[src/sv/assert_macros.svh]
// Assertion helper macros shared by the RTL files.
`ifndef ASSERT_MACROS_SVH
`define ASSERT_MACROS_SVH

// Implication checked every clock edge outside reset.
`define ASSERT_IMP(label, clk, rst_n, ante, cons, msg) \
  label: assert property (@(posedge clk) disable iff (!rst_n) (ante) |-> (cons)) \
    else $error(msg);

// Next-cycle implication checked outside reset.
`define ASSERT_NEXT(label, clk, rst_n, ante, cons, msg) \
  label: assert property (@(posedge clk) disable iff (!rst_n) (ante) |=> (cons)) \
    else $error(msg);

`endif

[src/sv/lgc_pkg.sv]
// ----------------------------------------------------------------------------
// lgc_pkg
// Shared widths and types for the line gradient color pipeline.
// ----------------------------------------------------------------------------
package lgc_pkg;

  localparam int COORD_BITS = 16;
  localparam int FRAC_BITS  = 16;
  localparam int DIFF_BITS  = COORD_BITS + 1;
  localparam int SQ_BITS    = 2 * COORD_BITS + 1;
  localparam int Q_BITS     = 2 * FRAC_BITS;
  localparam int T_BITS     = FRAC_BITS + 1;
  localparam int CH_BITS    = 8;
  localparam int COLOR_BITS = 3 * CH_BITS;

  typedef logic [SQ_BITS-1:0]    sq_t;
  typedef logic [Q_BITS-1:0]     quo_t;
  typedef logic [FRAC_BITS-1:0]  root_t;
  typedef logic [T_BITS-1:0]     ratio_t;
  typedef logic [COLOR_BITS-1:0] color_t;

  // Per-item side data traveling with the pipeline.
  typedef struct packed {
    logic   zero_len;
    logic   sat;
    color_t sc;
    color_t ec;
  } side_t;

endpackage

[src/sv/lgc_blend.sv]
// ----------------------------------------------------------------------------
// lgc_blend
// Per-channel blend of start and end colors by ratio t, two stages.
// ----------------------------------------------------------------------------
`include "assert_macros.svh"

module lgc_blend (
  input  logic                clk,
  input  logic                rst_n,
  input  logic                in_vld,
  input  lgc_pkg::root_t      in_root,
  input  lgc_pkg::side_t      in_side,
  output logic                out_vld,
  output lgc_pkg::color_t     out_color
);

  localparam int CB = lgc_pkg::CH_BITS;
  localparam int PB = CB + lgc_pkg::T_BITS;

  // stage 1: products
  logic [PB-1:0]     prod_r [3];
  logic              up_r [3];
  lgc_pkg::color_t   sc_r;
  logic              pass_r;
  logic              vld1_r;
  lgc_pkg::ratio_t   t;

  assign t = in_side.sat ? lgc_pkg::ratio_t'(1) << lgc_pkg::FRAC_BITS
                         : {1'b0, in_root};

  for (genvar c = 0; c < 3; c++) begin : g_ch
    logic [CB-1:0] s, e, mag;
    assign s = in_side.sc[c*CB +: CB];
    assign e = in_side.ec[c*CB +: CB];
    assign mag = (e >= s) ? e - s : s - e;
    always_ff @(posedge clk) begin
      prod_r[c] <= PB'(mag) * PB'(t);
      up_r[c]   <= e >= s;
    end
  end

  always_ff @(posedge clk) begin
    if (!rst_n) begin
      vld1_r <= 1'b0;
      out_vld <= 1'b0;
    end else begin
      vld1_r <= in_vld;
      out_vld <= vld1_r;
    end
    sc_r   <= in_side.sc;
    pass_r <= in_side.zero_len;
  end

  // stage 2: apply
  lgc_pkg::color_t col_nxt;
  always_comb begin
    for (int c = 0; c < 3; c++) begin
      logic [CB-1:0] m;
      m = prod_r[c][lgc_pkg::FRAC_BITS +: CB];
      col_nxt[c*CB +: CB] = up_r[c] ? sc_r[c*CB +: CB] + m : sc_r[c*CB +: CB] - m;
    end
  end

  always_ff @(posedge clk) begin
    out_color <= pass_r ? sc_r : col_nxt;
  end

  `ASSERT_NEXT(a_vld_flow, clk, rst_n, vld1_r, out_vld, "blend valid lost")
  `ASSERT_IMP(a_ratio_max, clk, rst_n, in_vld && !in_side.sat,
              t <= (lgc_pkg::ratio_t'(1) << lgc_pkg::FRAC_BITS), "ratio out of range")

endmodule

[config.mk]
export PLATFORM = sky130hd
export DESIGN_NAME = lgc_blend
export DESIGN_NICKNAME = d
export VERILOG_FILES = /design/src/sv/lgc_pkg.sv /design/src/sv/lgc_blend.sv
export VERILOG_INCLUDE_DIRS = /design/src /design/src/sv
export SDC_FILE = /design/constraint.sdc
export NUM_CORES = 1
export LEC_CHECK = 0
export BUFFER_PORTS_ARGS = -buffer_cell sky130_fd_sc_hd__buf_4
export CORE_MARGIN = 5
export CORE_UTILIZATION = 45
export CTS_CLUSTER_SIZE = 28
export DETAILED_ROUTE_END_ITERATION = 6
export GPL_ROUTABILITY_DRIVEN = 0
export GPL_TIMING_DRIVEN = 0
export HOLD_SLACK_MARGIN = 0.1
export PLACE_DENSITY_LB_ADDON = 0.15
export RECOVER_POWER = 50
export SYNTH_ARGS = -nofsm -noshare
export SYNTH_HDL_FRONTEND = slang
export SYNTH_SLANG_ARGS = --single-unit
[constraint.sdc]
create_clock -name clk -period 22.5 [get_ports clk]
set_input_delay 4.5 -clock clk [delete_from_list [all_inputs] [get_ports clk]]
set_output_delay 4.5 -clock clk [all_outputs]
set_load 0.01 [all_outputs]
==> Yosys cells after proc, flatten, opt, wreduce, memory -nomap -nowiden <==
Memory sizes are Yosys's and may differ from the RTL's.
Index checks and enable logic that the tools add are counted.
{ "totals": {"reg_bits": 51, "ramBits": 78, "input_bits": 69, "wordCells": 33, "n_memories": 2} }
{ "classes": {"add_sub_neg": 12, "multipliers": 3, "magnitude_cmp": 3, "muxes": 8} }
{ "memory_table": {"columns": ["memory", "depth", "word_bits", "rd", "rd_ports_with_merged_regs", "write_ports", "line", "text"], "rows": [
  ["prod_r", 3, 25, 3, 0, 3, "lgc_blend.sv:21", "logic [PB-1:0] prod_r [3];"],
  ["up_r", 3, 1, 3, 0, 3, "lgc_blend.sv:22", "logic up_r [3];"]
]} }
{ "ops": {"columns": ["op", "count"], "rows": [
  ["multiplier 8 x 17 -> 25 bit", 3],
  ["subtractor 8 bit", 9],
  ["two-way mux 8 bit", 6],
  ["adder 8 bit", 3],
  ["greater-or-equal comparator 8 bit", 3],
  ["two-way mux 24 bit", 1],
  ["two-way mux 17 bit", 1]
]} }

==> Logic depth before layout (Yosys ltp) <==
{ "depth": {"depth_word": 3, "ltp_mapped": 33} }

==> Least setup slack after synthesis <==
Ideal clock, no wire load.
{ "synth_timing": {"kind": "input to register", "from": "input port in_side[16] (netlist bit)", "to": "memory prod_r[0][73] (netlist bit)", "setup_time_ps": 72, "t_arrival_ps": 11089, "required_time_ps": 22428, "slack_ps": 11339, "stages": 31, "n_path_buf": 1, "cell_sequence": "inv_1 ha_1 inv_1 fa_1 a21o_1 a211oi_2 o21a_2 inv_2 a211oi_1 a21oi_1 a21bo_2 a21oi_2 xor2_2 buf_2 nor2_1 fa_1 fa_1 fa_1 inv_1 fa_1 inv_1 ha_1 a21o_1 a221o_1 a21oi_1 o21a_1 nand2_1 o21ai_1 nor2_1 a2111oi_0 xnor2_1"} }
{ "synth_lines": {"columns": ["item", "line", "text"], "rows": [
  ["start: declaration", "lgc_blend.sv:12", "input lgc_pkg::side_t in_side,"],
  ["end: declaration", "lgc_blend.sv:21", null]
]} }

==> impl_results.md <==
- Cell count after synthesis: 1894
- Xor-xnor portion of the synthesized cell area: 4.79%
- Crit-path max FO: 10
- Hold WS: 0.428 ns
- Register clock-pin slew on the reported worst setup and hold paths: 0.07 ns
- Die H: 200 um
- Number of synthesized flops with an enable pin: 0
- Critical Path RT: 22.73 ns
- Worst-Skew Late Latency: 0.36 ns
- Actual slew at the worst max-slew pin: 1.05 ns
- Core Area: 35600 um2
- Post-Layout Cell Count: 2464
- Share of layout cells above drive strength 1: 9.29%
- Initial core utilization: 45.6%
- Share of the synthesized area in the top cell type: 33.7%
- Largest cells by area after synthesis: fa_1, ha_1, dfxtp_1, inv_1, nor2_1
- Highest routed layer: met4
- Arrival @ worst endpoint: 12.64 ns
- CP startpoint kind: primary input
- M1 wire length: 20300 um
- WL final: 44700 um
- Worst R2R Setup Slack: 19.55 ns
- Count leader, synth: inv_1
- FF/Latch Area: 1560 um2
- DR WL/cell: 18.1 um
- Slowest CP cell: xnor2_1
- Crit path setup slack, layout: 10.08 ns
- Relative slew slack: 29.9%
- Clock Path Buffers: 2
- Synth Register Bits: 78
- Crit. End Element: register
- Synth warn: 0
- Post-route ant nets: 0
- Area leader, netlist: fa_1
- Die area: 39900 um2
- TritonRoute pass-1 iters: 5
- CP peak stage delay: 0.76 ns
- Cell Count Post-Placement: 2448
- # hold bufs at CTS: 0
- Synth cell count leaders: inv_1, nor2_1, fa_1
- Root buf cell: clkbuf_16
- Final nets: 2529
- Chip width: 200 um
- Num CTS Buffers: 9
- Area growth, synth to finish: 9.08%
- # diodes: 0
- Post-layout util: 49.7%
- Mux contribution to synthesized area: 2.21%
- CTS Sinks: 78
- Final HPWL DP: 36600 um
- Hold Vio Cnt, Final: 0
- Vias in the first global route: 13500
- VDD IR max: 0.0000773 V
- DR WL met2: 20700 um
- Setup bufs post-CTS: 0
- TNS Setup: 0 ns
- Fillers: 3520
- Setup CP Type: primary input to register
- CTS tree: yes
- Min-Delay Path Class: register to register
- Grt total ovfl: 0
- Met3 Wirelength: 2790 um
- Ys async rst share: 0%
- Sequential-to-total area share from yosys stat: 9.63%
- Yosys cell types: 72
- Setup Slack @ Placement: 9.93 ns
- Largest family of logic cells by synthesized area: adder cells
- PD cells: 94.4 nW/um2
- Post-CTS Resized: 0
- Fin crit share: 55.2%
- GRT Resource Usage Total: 23.0%
- Initial antenna violation count: 0
- Vias: 13100
- Pin count of the biggest net entering global routing: 14
- Fin crit period: 12.42 ns
- Num rows: 69
- Synth Area per Inst: 8.56 um2
- Cell area after synthesis: 16200 um2
- Port bufs: 93
- Multi-input combinational cell area: 12900 um2
- Highest clock rate: 80.5 MHz
- Status: finished clean
- Vias per cell: 5.31
- I/O pin cnt: 94
- Crit path top cell by count: fa_1
- Slew Limit Fails: 0
- Final count of negative-setup-slack endpoints: 0
- Max cap viols: 0
- Detailed router's first-iteration violation count: 857
- H-Tree Level Count: 3
- Simple-gate share of the synthesized area: 15.6%
- First-pass GRT wire length: 71800 um
- Net Count, Synth: 2425
- Adder-Cell Fraction of Synth Area: 48.3%
- Main flop type after synthesis: dfxtp_1
- Unrepaired setup endpoints after global routing: no
- Drt drc: 0
- Synth Area in Compound Gates: 8.88%
- Post-Route Skew: 0.00929 ns
- Leak: 9.24 nW
## report_power, final
part	internal (mW)	total, mW	switching [mW]
clock	0.0785	0.148	0.0695
combinational	0.554	1.30	0.745
sequential	0.193	0.223	0.0301
## kinds of logic after synthesis
group	Yosys count
adders and majority gates	462
and+or+nand+nor	577
xor gates and xnor gates	87
buffers and inverters	445
AOI/OAI and AO/OA	211
muxes	34
DFF	78
## per-layer routing
layer,vias to the layer above,GRT usage [%]
met5,-,0
met4,0,5.69
met3,56,3.46
met2,380,37.2
met1,6542,32.8
li1,6096,-
## cell usage in the layout, fill, tap and decap left out, types with 13 or more instances in the layout
cell type  count
buf_4         71
xnor2_1       56
fa_1         273
nor3_1        26
ha_1         189
nand2_1       62
nor2_1       356
clkbuf_1      76
buf_2         13
o21ai_0       28
inv_1        371
a21oi_1       64
dfxtp_1       78
mux2i_1       19
or2_2         53
a21o_1        29
nand3_1       21
xor2_1        29
## worst paths after layout
check,cells after the start,startpoint,to
max reg2reg,13,prod_r[0][66],out_color[23]
min,1,sc_r[15],out_color[15]
max,28,in_side[41],prod_r[0][73]
min reg2reg,1,sc_r[15],out_color[15]
## sequential cells by signal, indices dropped and copies added, names as in the netlist
signal,flops
out_color,24
out_vld,1
pass_r,1
prod_r,24
sc_r,24
up_r,3
vld1_r,1
## through the flow
step | area [um2] | total power, mW
final | 17700 | 1.67
after floorplan | 16200 | 1.18
after global routing | 17700 | 1.88
after detailed placement | 17500 | 1.53
after CTS | 17800 | 1.69
after global placement | 17500 | 1.50
## worst max-delay path, delay by kind of cell
family / cells / cell delay [ns]
AO/OA/AOI/OAI: 11 / 3.05
XOR/XNOR: 2 / 0.91
adder cells (fa/ha/maj): 6 / 2.71
buffers and inverters: 6 / 1.17
AND/OR/NAND/NOR: 3 / 0.27
## area by class of cell
| class | instances | area share [%] |
|---|---|---|
| multi-input combinational | 1371 | 73.2 |
| sequential | 78 | 8.83 |
| inverter | 373 | 7.92 |
| timing repair buffer | 93 | 3.50 |
| tap | 461 | 3.26 |
| buffer | 72 | 1.78 |
| clock buffer | 12 | 1.39 |
| clock inverter | 4 | 0.170 |
No activity file was read; power rests on OpenSTA's default activity.
