===== src/sv/assert_macros.svh =====
// Assertion helper macros shared by the RTL files.
`ifndef ASSERT_MACROS_SVH
`define ASSERT_MACROS_SVH

// Implication checked every clock edge outside reset.
`define ASSERT_IMP(label, clk, rst_n, ante, cons, msg) \
  label: assert property (@(posedge clk) disable iff (!rst_n) (ante) |-> (cons)) \
    else $error(msg);

// Next-cycle implication checked outside reset.
`define ASSERT_NEXT(label, clk, rst_n, ante, cons, msg) \
  label: assert property (@(posedge clk) disable iff (!rst_n) (ante) |=> (cons)) \
    else $error(msg);

`endif


===== src/sv/lgc_pkg.sv =====
// ----------------------------------------------------------------------------
// lgc_pkg
// Shared widths and types for the line gradient color pipeline.
// ----------------------------------------------------------------------------
package lgc_pkg;

  localparam int COORD_BITS = 16;
  localparam int FRAC_BITS  = 16;
  localparam int DIFF_BITS  = COORD_BITS + 1;
  localparam int SQ_BITS    = 2 * COORD_BITS + 1;
  localparam int Q_BITS     = 2 * FRAC_BITS;
  localparam int T_BITS     = FRAC_BITS + 1;
  localparam int CH_BITS    = 8;
  localparam int COLOR_BITS = 3 * CH_BITS;

  typedef logic [SQ_BITS-1:0]    sq_t;
  typedef logic [Q_BITS-1:0]     quo_t;
  typedef logic [FRAC_BITS-1:0]  root_t;
  typedef logic [T_BITS-1:0]     ratio_t;
  typedef logic [COLOR_BITS-1:0] color_t;

  // Per-item side data traveling with the pipeline.
  typedef struct packed {
    logic   zero_len;
    logic   sat;
    color_t sc;
    color_t ec;
  } side_t;

endpackage


===== src/sv/lgc_sqrt.sv =====
// ----------------------------------------------------------------------------
// lgc_sqrt
// Pipelined digit-by-digit integer square root, one result bit per stage.
// ----------------------------------------------------------------------------
module lgc_sqrt (
  input  logic                clk,
  input  logic                rst_n,
  input  logic                in_vld,
  input  lgc_pkg::quo_t       in_rad,
  input  lgc_pkg::side_t      in_side,
  output logic                out_vld,
  output lgc_pkg::root_t      out_root,
  output lgc_pkg::side_t      out_side
);

  localparam int N  = lgc_pkg::FRAC_BITS;
  localparam int RW = lgc_pkg::FRAC_BITS + 2;

  lgc_pkg::quo_t   rad_r [N+1];
  logic [RW-1:0]   rem_r [N+1];
  lgc_pkg::root_t  root_r[N+1];
  lgc_pkg::side_t  side_r[N+1];
  logic            vld_r [N+1];

  assign rad_r[0]  = in_rad;
  assign rem_r[0]  = '0;
  assign root_r[0] = '0;
  assign side_r[0] = in_side;
  assign vld_r[0]  = in_vld;

  for (genvar i = 0; i < N; i++) begin : g_stage
    logic [RW-1:0] cand;
    logic [RW-1:0] trial;
    logic          ge;
    assign cand  = {rem_r[i][RW-3:0], rad_r[i][2*N-1 -: 2]};
    assign trial = {root_r[i], 2'b01};
    assign ge    = cand >= trial;

    always_ff @(posedge clk) begin
      if (!rst_n) begin
        vld_r[i+1] <= 1'b0;
      end else begin
        vld_r[i+1] <= vld_r[i];
      end
      rem_r[i+1]  <= ge ? (cand - trial) : cand;
      root_r[i+1] <= {root_r[i][N-2:0], ge};
      rad_r[i+1]  <= {rad_r[i][2*N-3:0], 2'b00};
      side_r[i+1] <= side_r[i];
    end
  end

  assign out_vld  = vld_r[N];
  assign out_root = root_r[N];
  assign out_side = side_r[N];

endmodule


===== config.mk =====
export PLATFORM = sky130hd
export DESIGN_NAME = lgc_sqrt
export DESIGN_NICKNAME = d
export VERILOG_FILES = /design/src/sv/assert_macros.svh /design/src/sv/lgc_pkg.sv /design/src/sv/lgc_sqrt.sv
export SDC_FILE = /design/constraint.sdc
export NUM_CORES = 1
export LEC_CHECK = 0
export BUFFER_PORTS_ARGS = -buffer_cell sky130_fd_sc_hd__buf_2
export CAP_MARGIN = 20
export CORE_MARGIN = 2
export CORE_UTILIZATION = 45
export DETAILED_ROUTE_END_ITERATION = 7
export HOLD_SLACK_MARGIN = 0.02
export SLEW_MARGIN = 20
export SYNTH_ARGS = -nofsm -noshare
export SYNTH_HDL_FRONTEND = slang
export SYNTH_SLANG_ARGS = --single-unit

===== constraint.sdc =====
create_clock -name clk -period 2.64 [get_ports clk]
set_input_delay 0.264 -clock clk [delete_from_list [all_inputs] [get_ports clk]]
set_output_delay 0.264 -clock clk [all_outputs]
set_load 0.02 [all_outputs]

### After elaboration in Yosys (flattened, before gate mapping)

Index checks and enable logic that the tools add are counted.

| word-level totals | value |
|---|---|
| logic and storage cells | 173 |
| output and inout bits | 67 |
| register bits after elaboration | 1419 |

| operators by class | value |
|---|---|
| order comparisons | 16 |
| $add $sub $neg | 15 |
| muxes and demuxes | 15 |

Operator list:

| kind | count |
|---|---|
| 2-to-1 mux 16 bit | 14 |
| greater-or-equal comparator 18 x 10 -> 1 bit | 1 |
| greater-or-equal comparator 18 x 11 -> 1 bit | 1 |
| greater-or-equal comparator 18 x 12 -> 1 bit | 1 |
| greater-or-equal comparator 18 x 13 -> 1 bit | 1 |
| greater-or-equal comparator 18 x 14 -> 1 bit | 1 |
| greater-or-equal comparator 18 x 15 -> 1 bit | 1 |
| greater-or-equal comparator 18 x 16 -> 1 bit | 1 |
| greater-or-equal comparator 18 x 17 -> 1 bit | 1 |
| greater-or-equal comparator 18 x 3 -> 1 bit | 1 |
| greater-or-equal comparator 18 x 4 -> 1 bit | 1 |
| greater-or-equal comparator 18 x 5 -> 1 bit | 1 |
| greater-or-equal comparator 18 x 6 -> 1 bit | 1 |
| greater-or-equal comparator 18 x 7 -> 1 bit | 1 |
| greater-or-equal comparator 18 x 8 -> 1 bit | 1 |
| greater-or-equal comparator 18 x 9 -> 1 bit | 1 |
| subtractor 16 x 10 -> 16 bit | 1 |
| subtractor 16 x 11 -> 16 bit | 1 |
| subtractor 16 x 12 -> 16 bit | 1 |
| subtractor 16 x 13 -> 16 bit | 1 |
| subtractor 16 x 14 -> 16 bit | 1 |
| subtractor 16 x 15 -> 16 bit | 1 |
| subtractor 16 bit | 1 |
| subtractor 16 x 3 -> 16 bit | 1 |
| other kinds (9) | 9 |

### Longest topological paths before layout

Gate-level depths: netlist of the first run.

| logic depth | value |
|---|---|
| depth after elaboration | 2 |
| depth in mapped cells | 11 |
| mapped depth without buffers | 9 |

### Worst setup path after synthesis of the first run

OpenSTA, ideal clock, no wires.

| timing path | value |
|---|---|
| path kind | register to register |
| start | register root_r, in the netlist g_stage[14].trial[7] |
| end | register rem_r, in the netlist g_stage[15].cand[13] |
| arrival | 2.273 ns |
| clock period less this slack | 2.396 ns |
| setup slack | 0.244 ns |
| data required time | 2.517 ns |
| cell stages (with the launch flop) | 11 |
| setup time | 0.123 ns |
| cell sequence | dfxtp_1 inv_1 ha_1 a21o_1 a31o_2 a21o_1 nor3_2 or2_1 buf_4 buf_6 mux2_1 |

| between the ends | value |
|---|---|
| word-level cells in the longest chain between the ends | 2 |
| elaborated cells between the ends (all ways) | 3 |
| those cells by class | add/sub (1); order compare (1); mux (1) |

RTL lines:

| element | line | RTL |
|---|---|---|
| from (decl) | lgc_sqrt.sv:21 | `lgc_pkg::root_t root_r[N+1];` |
| from (signal, indexed assignment) | lgc_sqrt.sv:46 | `root_r[i+1] <= {root_r[i][N-2:0], ge};` |
| subtractor 16 bit or greater-or-equal comparator 18 x 16 -> 1 bit (tied branches) | lgc_sqrt.sv:45, lgc_sqrt.sv:37 |  |
| 2-to-1 mux 16 bit (*) | lgc_sqrt.sv:45 | `rem_r[i+1] <= ge ? (cand - trial) : cand;` |
| to (signal, indexed assignment) | lgc_sqrt.sv:45 |  |
| to (decl) | lgc_sqrt.sv:20 | `logic [RW-1:0] rem_r [N+1];` |

Mark *: on every way between the ends. The rest lies on a longest branch, timed or not.
A chain may end at the register's enable or synchronous reset.

### Final worst setup path of the first run

| timing path | value |
|---|---|
| start | register root_r, in the netlist g_stage[13].trial[6] |
| end | register rem_r, in the netlist g_stage[14].cand[14] |

| between the ends | value |
|---|---|
| word-level cells in the longest chain between the ends | 2 |
| elaborated cells between the ends (all ways) | 3 |
| those cells by class | add/sub (1); order compare (1); mux (1) |

RTL lines:

| element | line |
|---|---|
| subtractor 16 x 15 -> 16 bit or greater-or-equal comparator 18 x 15 -> 1 bit (tied branches) | lgc_sqrt.sv:45, lgc_sqrt.sv:37 |
| 2-to-1 mux 16 bit (*) | lgc_sqrt.sv:45 |

Marks and branches as above.

==> results.md, run 1 <==
* Outcome: complete, no violations
* Number of global-route vias before repair at 21000
* Multiplexer fraction of the synthesized cell area at 0.0207
* Total instance count after detailed placement at 4186
* Post-CTS setup-driven buffer insertion count at 0
* Input/output buffers at 151
* Worst-case clock buffer depth at 3
* Final period utilization at 0.933
* Average instance area after synthesis at 13.2 um^2
* Slew HR at 0.489
* Clock H-tree levels at 4
* Max Freq at 406 MHz
* Worst min-delay path class: in2reg
* Flops & latches, synth at 1416
* Post-synthesis adder-cell area fraction at 0.0491
* Clock tree from TritonCTS: done
* Number of sinks driven by the clock tree at 1416
* Num ports at 152
* Number of DRC markers in iteration 0 at 792
* Min Clock Period, post-route at 2.46 ns
* Global-route congestion overflow total at 0
* Worst hold endpoint: side_r[775]
* Final-report hold violation count at 0
* Final number of max-transition violations at 0
* Worst Hold Depth at 2
* Clock tree skew after final layout at 0.0449 ns
* Routability congestion estimate from global placement at 0.889
* Power per cell area at 1110 mW/mm^2
* Xor and xnor fraction of the mapped netlist area at 0.0348
* Post-synth EDFFs at 0
* Antenna viol nets, final at 0
* Clk Tree Root Cell: sky130_fd_sc_hd__clkbuf_16
* Total number of vias at 20400
* First-pass iteration count of the detailed router at 5
* Area grow syn2layout at 19.7%
* GRT Util Overall at 0.139
* Cell breakdown of the critical path: inv_1 > ha_1 > nand4_1 > buf_4 > o311ai_0 > xor2_1 > mux2_2
* Sequential area share after synthesis at 0.732
* Number of unique standard cell types used by synthesis at 85
* Global-route wire length before repair at 101000 um
* Detailed-route DRC error count at 0
* Detailed placer's ending HPWL at 42300 um
* Endpoint of the worst-slack reg-to-reg timing path: g_stage[14].cand[14]
* Synth Net Count at 3173
* Overall power of the completed layout at 51600 uW
* Clock Pin Slew Worst Setup and Hold Paths at 0.06 ns
* Critical-path cell with the highest stage delay: sky130_fd_sc_hd__o311ai_0
* Commonest cells in the netlist: 1416 x sky130_fd_sc_hd__dfxtp_1, 187 x sky130_fd_sc_hd__inv_1, 152 x sky130_fd_sc_hd__ha_1
* Dominant combinational cell family by area after synthesis: simple AND/OR/NAND/NOR gates
* Slack of the worst reg-to-reg path at 0.18 ns
* Syn. warnings at 0
* Leading area contributor after synthesis: sky130_fd_sc_hd__dfxtp_1
* Largest net degree at the start of global routing at 22
* Crit path arrival time at 3.04 ns
* Routed vias/inst at 4.51
* Clock insertion delay at the later pin of the skew report at 0.73 ns
* Proportion of synthesized flip-flops having asynchronous set or reset at 0
* Core Box Area at 0.0853 mm^2
* Aggregate negative setup slack at 0 ns
* Antenna violations before repair at 1
* Clock buffers created by TritonCTS at 137
* Number of cells produced by synthesis at 2936
* Non-Filler Instances at 4520
* Die extent in y at 297 um
* Starting density of the core at 0.454
* Average routed wire per standard cell at 13.5 um
* Detailed-route wire length at 61000 um
* Leading cell types by total area after synthesis: sky130_fd_sc_hd__dfxtp_1 73%, sky130_fd_sc_hd__ha_1 4.9%, sky130_fd_sc_hd__xnor2_1 2.2%
* R2R cell count at 7
* Largest incremental delay on the critical path at 0.68 ns
* Worst Tran Pin Value at 0.758 ns
* Crit path required time at 3.22 ns
* Compound-cell area share of the yosys netlist at 0.0655
* Top flip-flop cell by instance count after synthesis: sky130_fd_sc_hd__dfxtp_1
* Number of setup violations in the final report at 0
* Horizontal die dimension at 297 um
* # fillers at 7068
* Critical Path Sink Type: flop
* Number of placement rows at 107
* Worst VDD drop at 0.728 mV
* RSZ-0062 raised after global routing: false
* Category of the worst setup path launch point: flop
* Synth top area share at 0.732
* Area fraction in and, or, nand and nor cells after synthesis at 0.0666
* Most common cell in the synthesized netlist: sky130_fd_sc_hd__dfxtp_1
* CP Max Fanout at 5
* Standby leakage power at 0.0208 uW
* Beginning of the worst register-to-register path: g_stage[13].trial[6]
* Number of nets in the finished design at 3504
* Share of final-layout standard cells stronger than drive strength 1 at 0.150
* Hold path start: in_side[25]
* Post-synth design cell area at 0.0387 mm^2
* Floorplan die area at 0.0884 mm^2
* Max Cap Violations at 0
* Antenna diode count at 0
* Type of the worst setup path: reg2reg
-- worst max-delay path, delay by kind of cell (launching register included) --
kind / cells / cell delay (ns)
flip-flops: 1 / 0.44
buffers and inverters: 2 / 0.25
XOR/XNOR: 1 / 0.13
multiplexers: 1 / 0.30
AO/OA/AOI/OAI: 1 / 0.68
adder cells (fa/ha/maj): 1 / 0.37
AND/OR/NAND/NOR: 1 / 0.15
-- through the flow --
stage	instance area, um^2	util	hold WS [ns]	worst slack (ns)
global route	46300	0.543	0.128	0.00596
floorplan	38700	-	0.292	0.244
CTS	46300	0.543	0.0892	0.126
global placement	40600	0.477	0.309	0.126
detailed placement	40600	0.477	0.312	0.136
finish	46300	0.543	0.169	0.177
-- state kept, by name (all words and copies together) (netlist names) --
signal and count:
g_stage.cand 254, g_stage.trial 120, out_root 16, out_side 50, out_vld 1, rad_r 210, side_r 750, vld_r 15
-- worst max path at each step --
| stage | start | endpoint | slack (ns) | cells after the start |
|---|---|---|---|---|
| after floorplan | g_stage[14].trial[7] | g_stage[15].cand[13] | 0.24 | 10 |
| after global placement | g_stage[12].trial[12] | g_stage[13].cand[9] | 0.13 | 9 |
| after detailed placement | g_stage[12].trial[12] | g_stage[13].cand[9] | 0.14 | 9 |
| after CTS | g_stage[12].trial[12] | g_stage[13].cand[6] | 0.13 | 9 |
| after global routing | g_stage[12].trial[12] | g_stage[13].cand[12] | 0.006 | 9 |
| final | g_stage[13].trial[6] | g_stage[14].cand[14] | 0.18 | 7 |
-- cell usage in the layout, fill, tap and decap left out, types with 29 or more instances in the layout --
cell type / synthesis / layout
sky130_fd_sc_hd__inv_1: 187 / 187
sky130_fd_sc_hd__nor2_1: 123 / 123
sky130_fd_sc_hd__xor2_1: 57 / 57
sky130_fd_sc_hd__mux2_2: 62 / 62
sky130_fd_sc_hd__nand3_1: 39 / 39
sky130_fd_sc_hd__buf_2: 8 / 151
sky130_fd_sc_hd__o21ai_0: 99 / 99
sky130_fd_sc_hd__clkbuf_8: 0 / 29
sky130_fd_sc_hd__dlygate4sd3_1: 0 / 86
sky130_fd_sc_hd__a21oi_1: 102 / 102
sky130_fd_sc_hd__ha_1: 152 / 152
sky130_fd_sc_hd__clkbuf_16: 0 / 138
sky130_fd_sc_hd__dfxtp_1: 1416 / 1416
sky130_fd_sc_hd__nand2_1: 76 / 76
sky130_fd_sc_hd__xnor2_1: 97 / 97
sky130_fd_sc_hd__o21a_1: 37 / 37
sky130_fd_sc_hd__nor3_1: 49 / 49
-- metal layers --
metal  global-route usage  vias to the layer above  wire length (um)
li1                     -                    10400                 -
met1                0.158                     9397             26500
met2                0.246                      437             29900
met3               0.0332                      131              2750
met4               0.0643                        0              1840
met5                    0                        -                 0
-- area by class of cell --
cell class / instances / area [um^2] / area share
clock inverter: 56 / 893 / 0.0193
multi-input combinational: 1256 / 9170 / 0.198
tap: 1144 / 1430 / 0.0309
clock buffer: 192 / 3950 / 0.0851
inverter: 191 / 719 / 0.0155
timing repair buffer: 265 / 1840 / 0.0397
sequential: 1416 / 28300 / 0.612
-- cells by family after synthesis --
| group | after synthesis |
|---|---|
| adders and majority gates | 152 |
| DFF | 1416 |
| buffers and inverters | 264 |
| other | 1 |
| xor gates and xnor gates | 154 |
| and+or+nand+nor | 488 |
| AOI/OAI and AO/OA | 389 |
| muxes | 72 |
-- timing repair --
action                                  CTS  global route
endpoints found under the setup margin    0            12
endpoints found under the hold margin    99             0
hold buffers                             86             0
resized for setup                         0             2
-- where the power goes --
part | switching [uW] | total (uW) | internal, uW
logic | 3440 | 6670 | 3230
clock network | 8040 | 19900 | 11800
registers | 1310 | 25100 | 23800
total | 12800 | 51600 | 38800
Note: power is estimated with default switching activity, not from simulation.
==> inputs of run 2 (changes only) <==
==> constraint.sdc (replaced) <==
create_clock -name clk -period 2.64 [get_ports clk]
set_input_delay 0.528 -clock clk [delete_from_list [all_inputs] [get_ports clk]]
set_output_delay 0.528 -clock clk [all_outputs]
set_load 0.02 [all_outputs]
==> results.md, run 2 (synthesis results as in run 1) <==
* Outcome: complete, no violations
* Max Freq at 407 MHz
* Total number of vias at 20300
* Standby leakage power at 0.0208 uW
* Area grow syn2layout at 19.6%
* Die extent in y at 297 um
* Antenna viol nets, final at 0
* Category of the worst setup path launch point: flop
* Most used cells in the layout excluding fill and tap cells: 1416 x sky130_fd_sc_hd__dfxtp_1, 187 x sky130_fd_sc_hd__inv_1, 152 x sky130_fd_sc_hd__ha_1
* Number of setup violations in the final report at 0
* Worst VDD drop at 0.728 mV
* Largest net degree at the start of global routing at 22
* Crit path arrival time at 3.03 ns
* Clock tree from TritonCTS: done
* Critical Path Sink Type: flop
* Clock Pin Slew Worst Setup and Hold Paths at 0.06 ns
* Overall power of the completed layout at 51600 uW
* Input/output buffers at 151
* Number of nets in the finished design at 3502
* Horizontal die dimension at 297 um
* Max Cap Violations at 0
* Final number of max-transition violations at 0
* Number of DRC markers in iteration 0 at 747
* Final worst slack at 0.184 ns
* Worst Tran Pin Value at 0.767 ns
* Power per cell area at 1110 mW/mm^2
* Antenna diode count at 0
* Starting density of the core at 0.454
* Number of sinks driven by the clock tree at 1416
* Slew HR at 0.482
* Aggregate negative setup slack at 0 ns
* Number of global-route vias before repair at 21000
* Detailed placer's ending HPWL at 42300 um
* RSZ-0062 raised after global routing: false
* Detailed-route DRC error count at 0
* Crit path required time at 3.22 ns
* Clock H-tree levels at 4
* Routed vias/inst at 4.50
* Type of the worst setup path: reg2reg
* Average routed wire per standard cell at 13.5 um
* Clock tree skew after final layout at 0.0438 ns
* Post-Place Setup Slack at 0.136 ns
* Final period utilization at 0.930
* Routability congestion estimate from global placement at 0.889
* Clock insertion delay at the later pin of the skew report at 0.73 ns
* Antenna violations before repair at 1
* Share of final-layout standard cells stronger than drive strength 1 at 0.150
* Global-route congestion overflow total at 0
* Num ports at 152
* Global-route wire length before repair at 101000 um
* Most common cell after layout, fill and taps aside: sky130_fd_sc_hd__dfxtp_1
* Register containing the most flip-flops in the final layout: side_r
* Floorplan die area at 0.0884 mm^2
* Final-report hold violation count at 0
* Slack of the worst reg-to-reg path at 0.18 ns
* Core Box Area at 0.0853 mm^2
* CP Max Fanout at 5
* Flip-flop count of the largest register, all copies and words added at 750
* Non-Filler Instances at 4518
* Worst-case clock buffer depth at 3
* Detailed-route wire length at 60900 um
* Total instance count after detailed placement at 4186
* First-pass iteration count of the detailed router at 5
* GRT Util Overall at 0.139
* Clk Tree Root Cell: sky130_fd_sc_hd__clkbuf_16
* Worst min-delay path class: in2reg
* Clock buffers created by TritonCTS at 137
* Worst slack on hold paths at 0.169 ns
* Min Clock Period, post-route at 2.46 ns
* Number of placement rows at 107
[run 2: changes by cell type in the layout (fill, tap and decap cells not counted)]
cell,previous run,this run
sky130_fd_sc_hd__dlygate4sd3_1,86,84
[run 2: routing by layer]
| layer | GRT usage | vias up | part of all wire |
|---|---|---|---|
| met3 | 0.0332 | 132 | 0.045 |
| li1 | - | 10400 | - |
| met2 | 0.246 | 439 | 0.49 |
| met4 | 0.0643 | 0 | 0.030 |
| met1 | 0.158 | 9363 | 0.43 |
| met5 | 0 | - | 0 |
[run 2: what timing repair did]
item	CTS	global route
hold buffers	84	0
hold endpoints to repair	84	0
gates resized for setup	0	2
setup buffers	0	0
setup endpoints to repair	0	12
[run 2: worst paths after layout]
check,startpoint,to,cells past startpoint
worst max register to register,g_stage[13].trial[6],g_stage[14].cand[14],7
worst max-delay path,g_stage[13].trial[6],g_stage[14].cand[14],7
worst min-delay path,rst_n,vld_r[6],2
worst min register to register,rad_r[394],rad_r[364],0
[run 2: critical path, stage by stage (launching register included)]
cell	delay [ns]
sky130_fd_sc_hd__dfxtp_1	0.43
sky130_fd_sc_hd__inv_1	0.07
sky130_fd_sc_hd__ha_1	0.36
sky130_fd_sc_hd__nand4_1	0.15
sky130_fd_sc_hd__buf_4	0.17
sky130_fd_sc_hd__o311ai_0	0.69
sky130_fd_sc_hd__xor2_1	0.13
sky130_fd_sc_hd__mux2_2	0.30
[run 2: per-stage QoR]
| stage | cell area (um^2) | util |
|---|---|---|
| after floorplan | 38700 | - |
| after global placement | 40600 | 0.477 |
| after detailed placement | 40600 | 0.477 |
| after CTS | 46300 | 0.543 |
| after global routing | 46300 | 0.543 |
| final | 46300 | 0.543 |
[run 2: report_power, final]
group	switching [uW]	internal (uW)
clock network	8030	11800
logic	3440	3230
registers	1310	23800
total	12800	38800
[run 2: layout make-up]
class	instances	area [um^2]
fill	7070	39000
timing repair buffer	263	1820
clock buffer	192	3950
inverter	191	719
multi-input combinational	1256	9170
clock inverter	56	893
tap	1144	1430
sequential	1416	28300
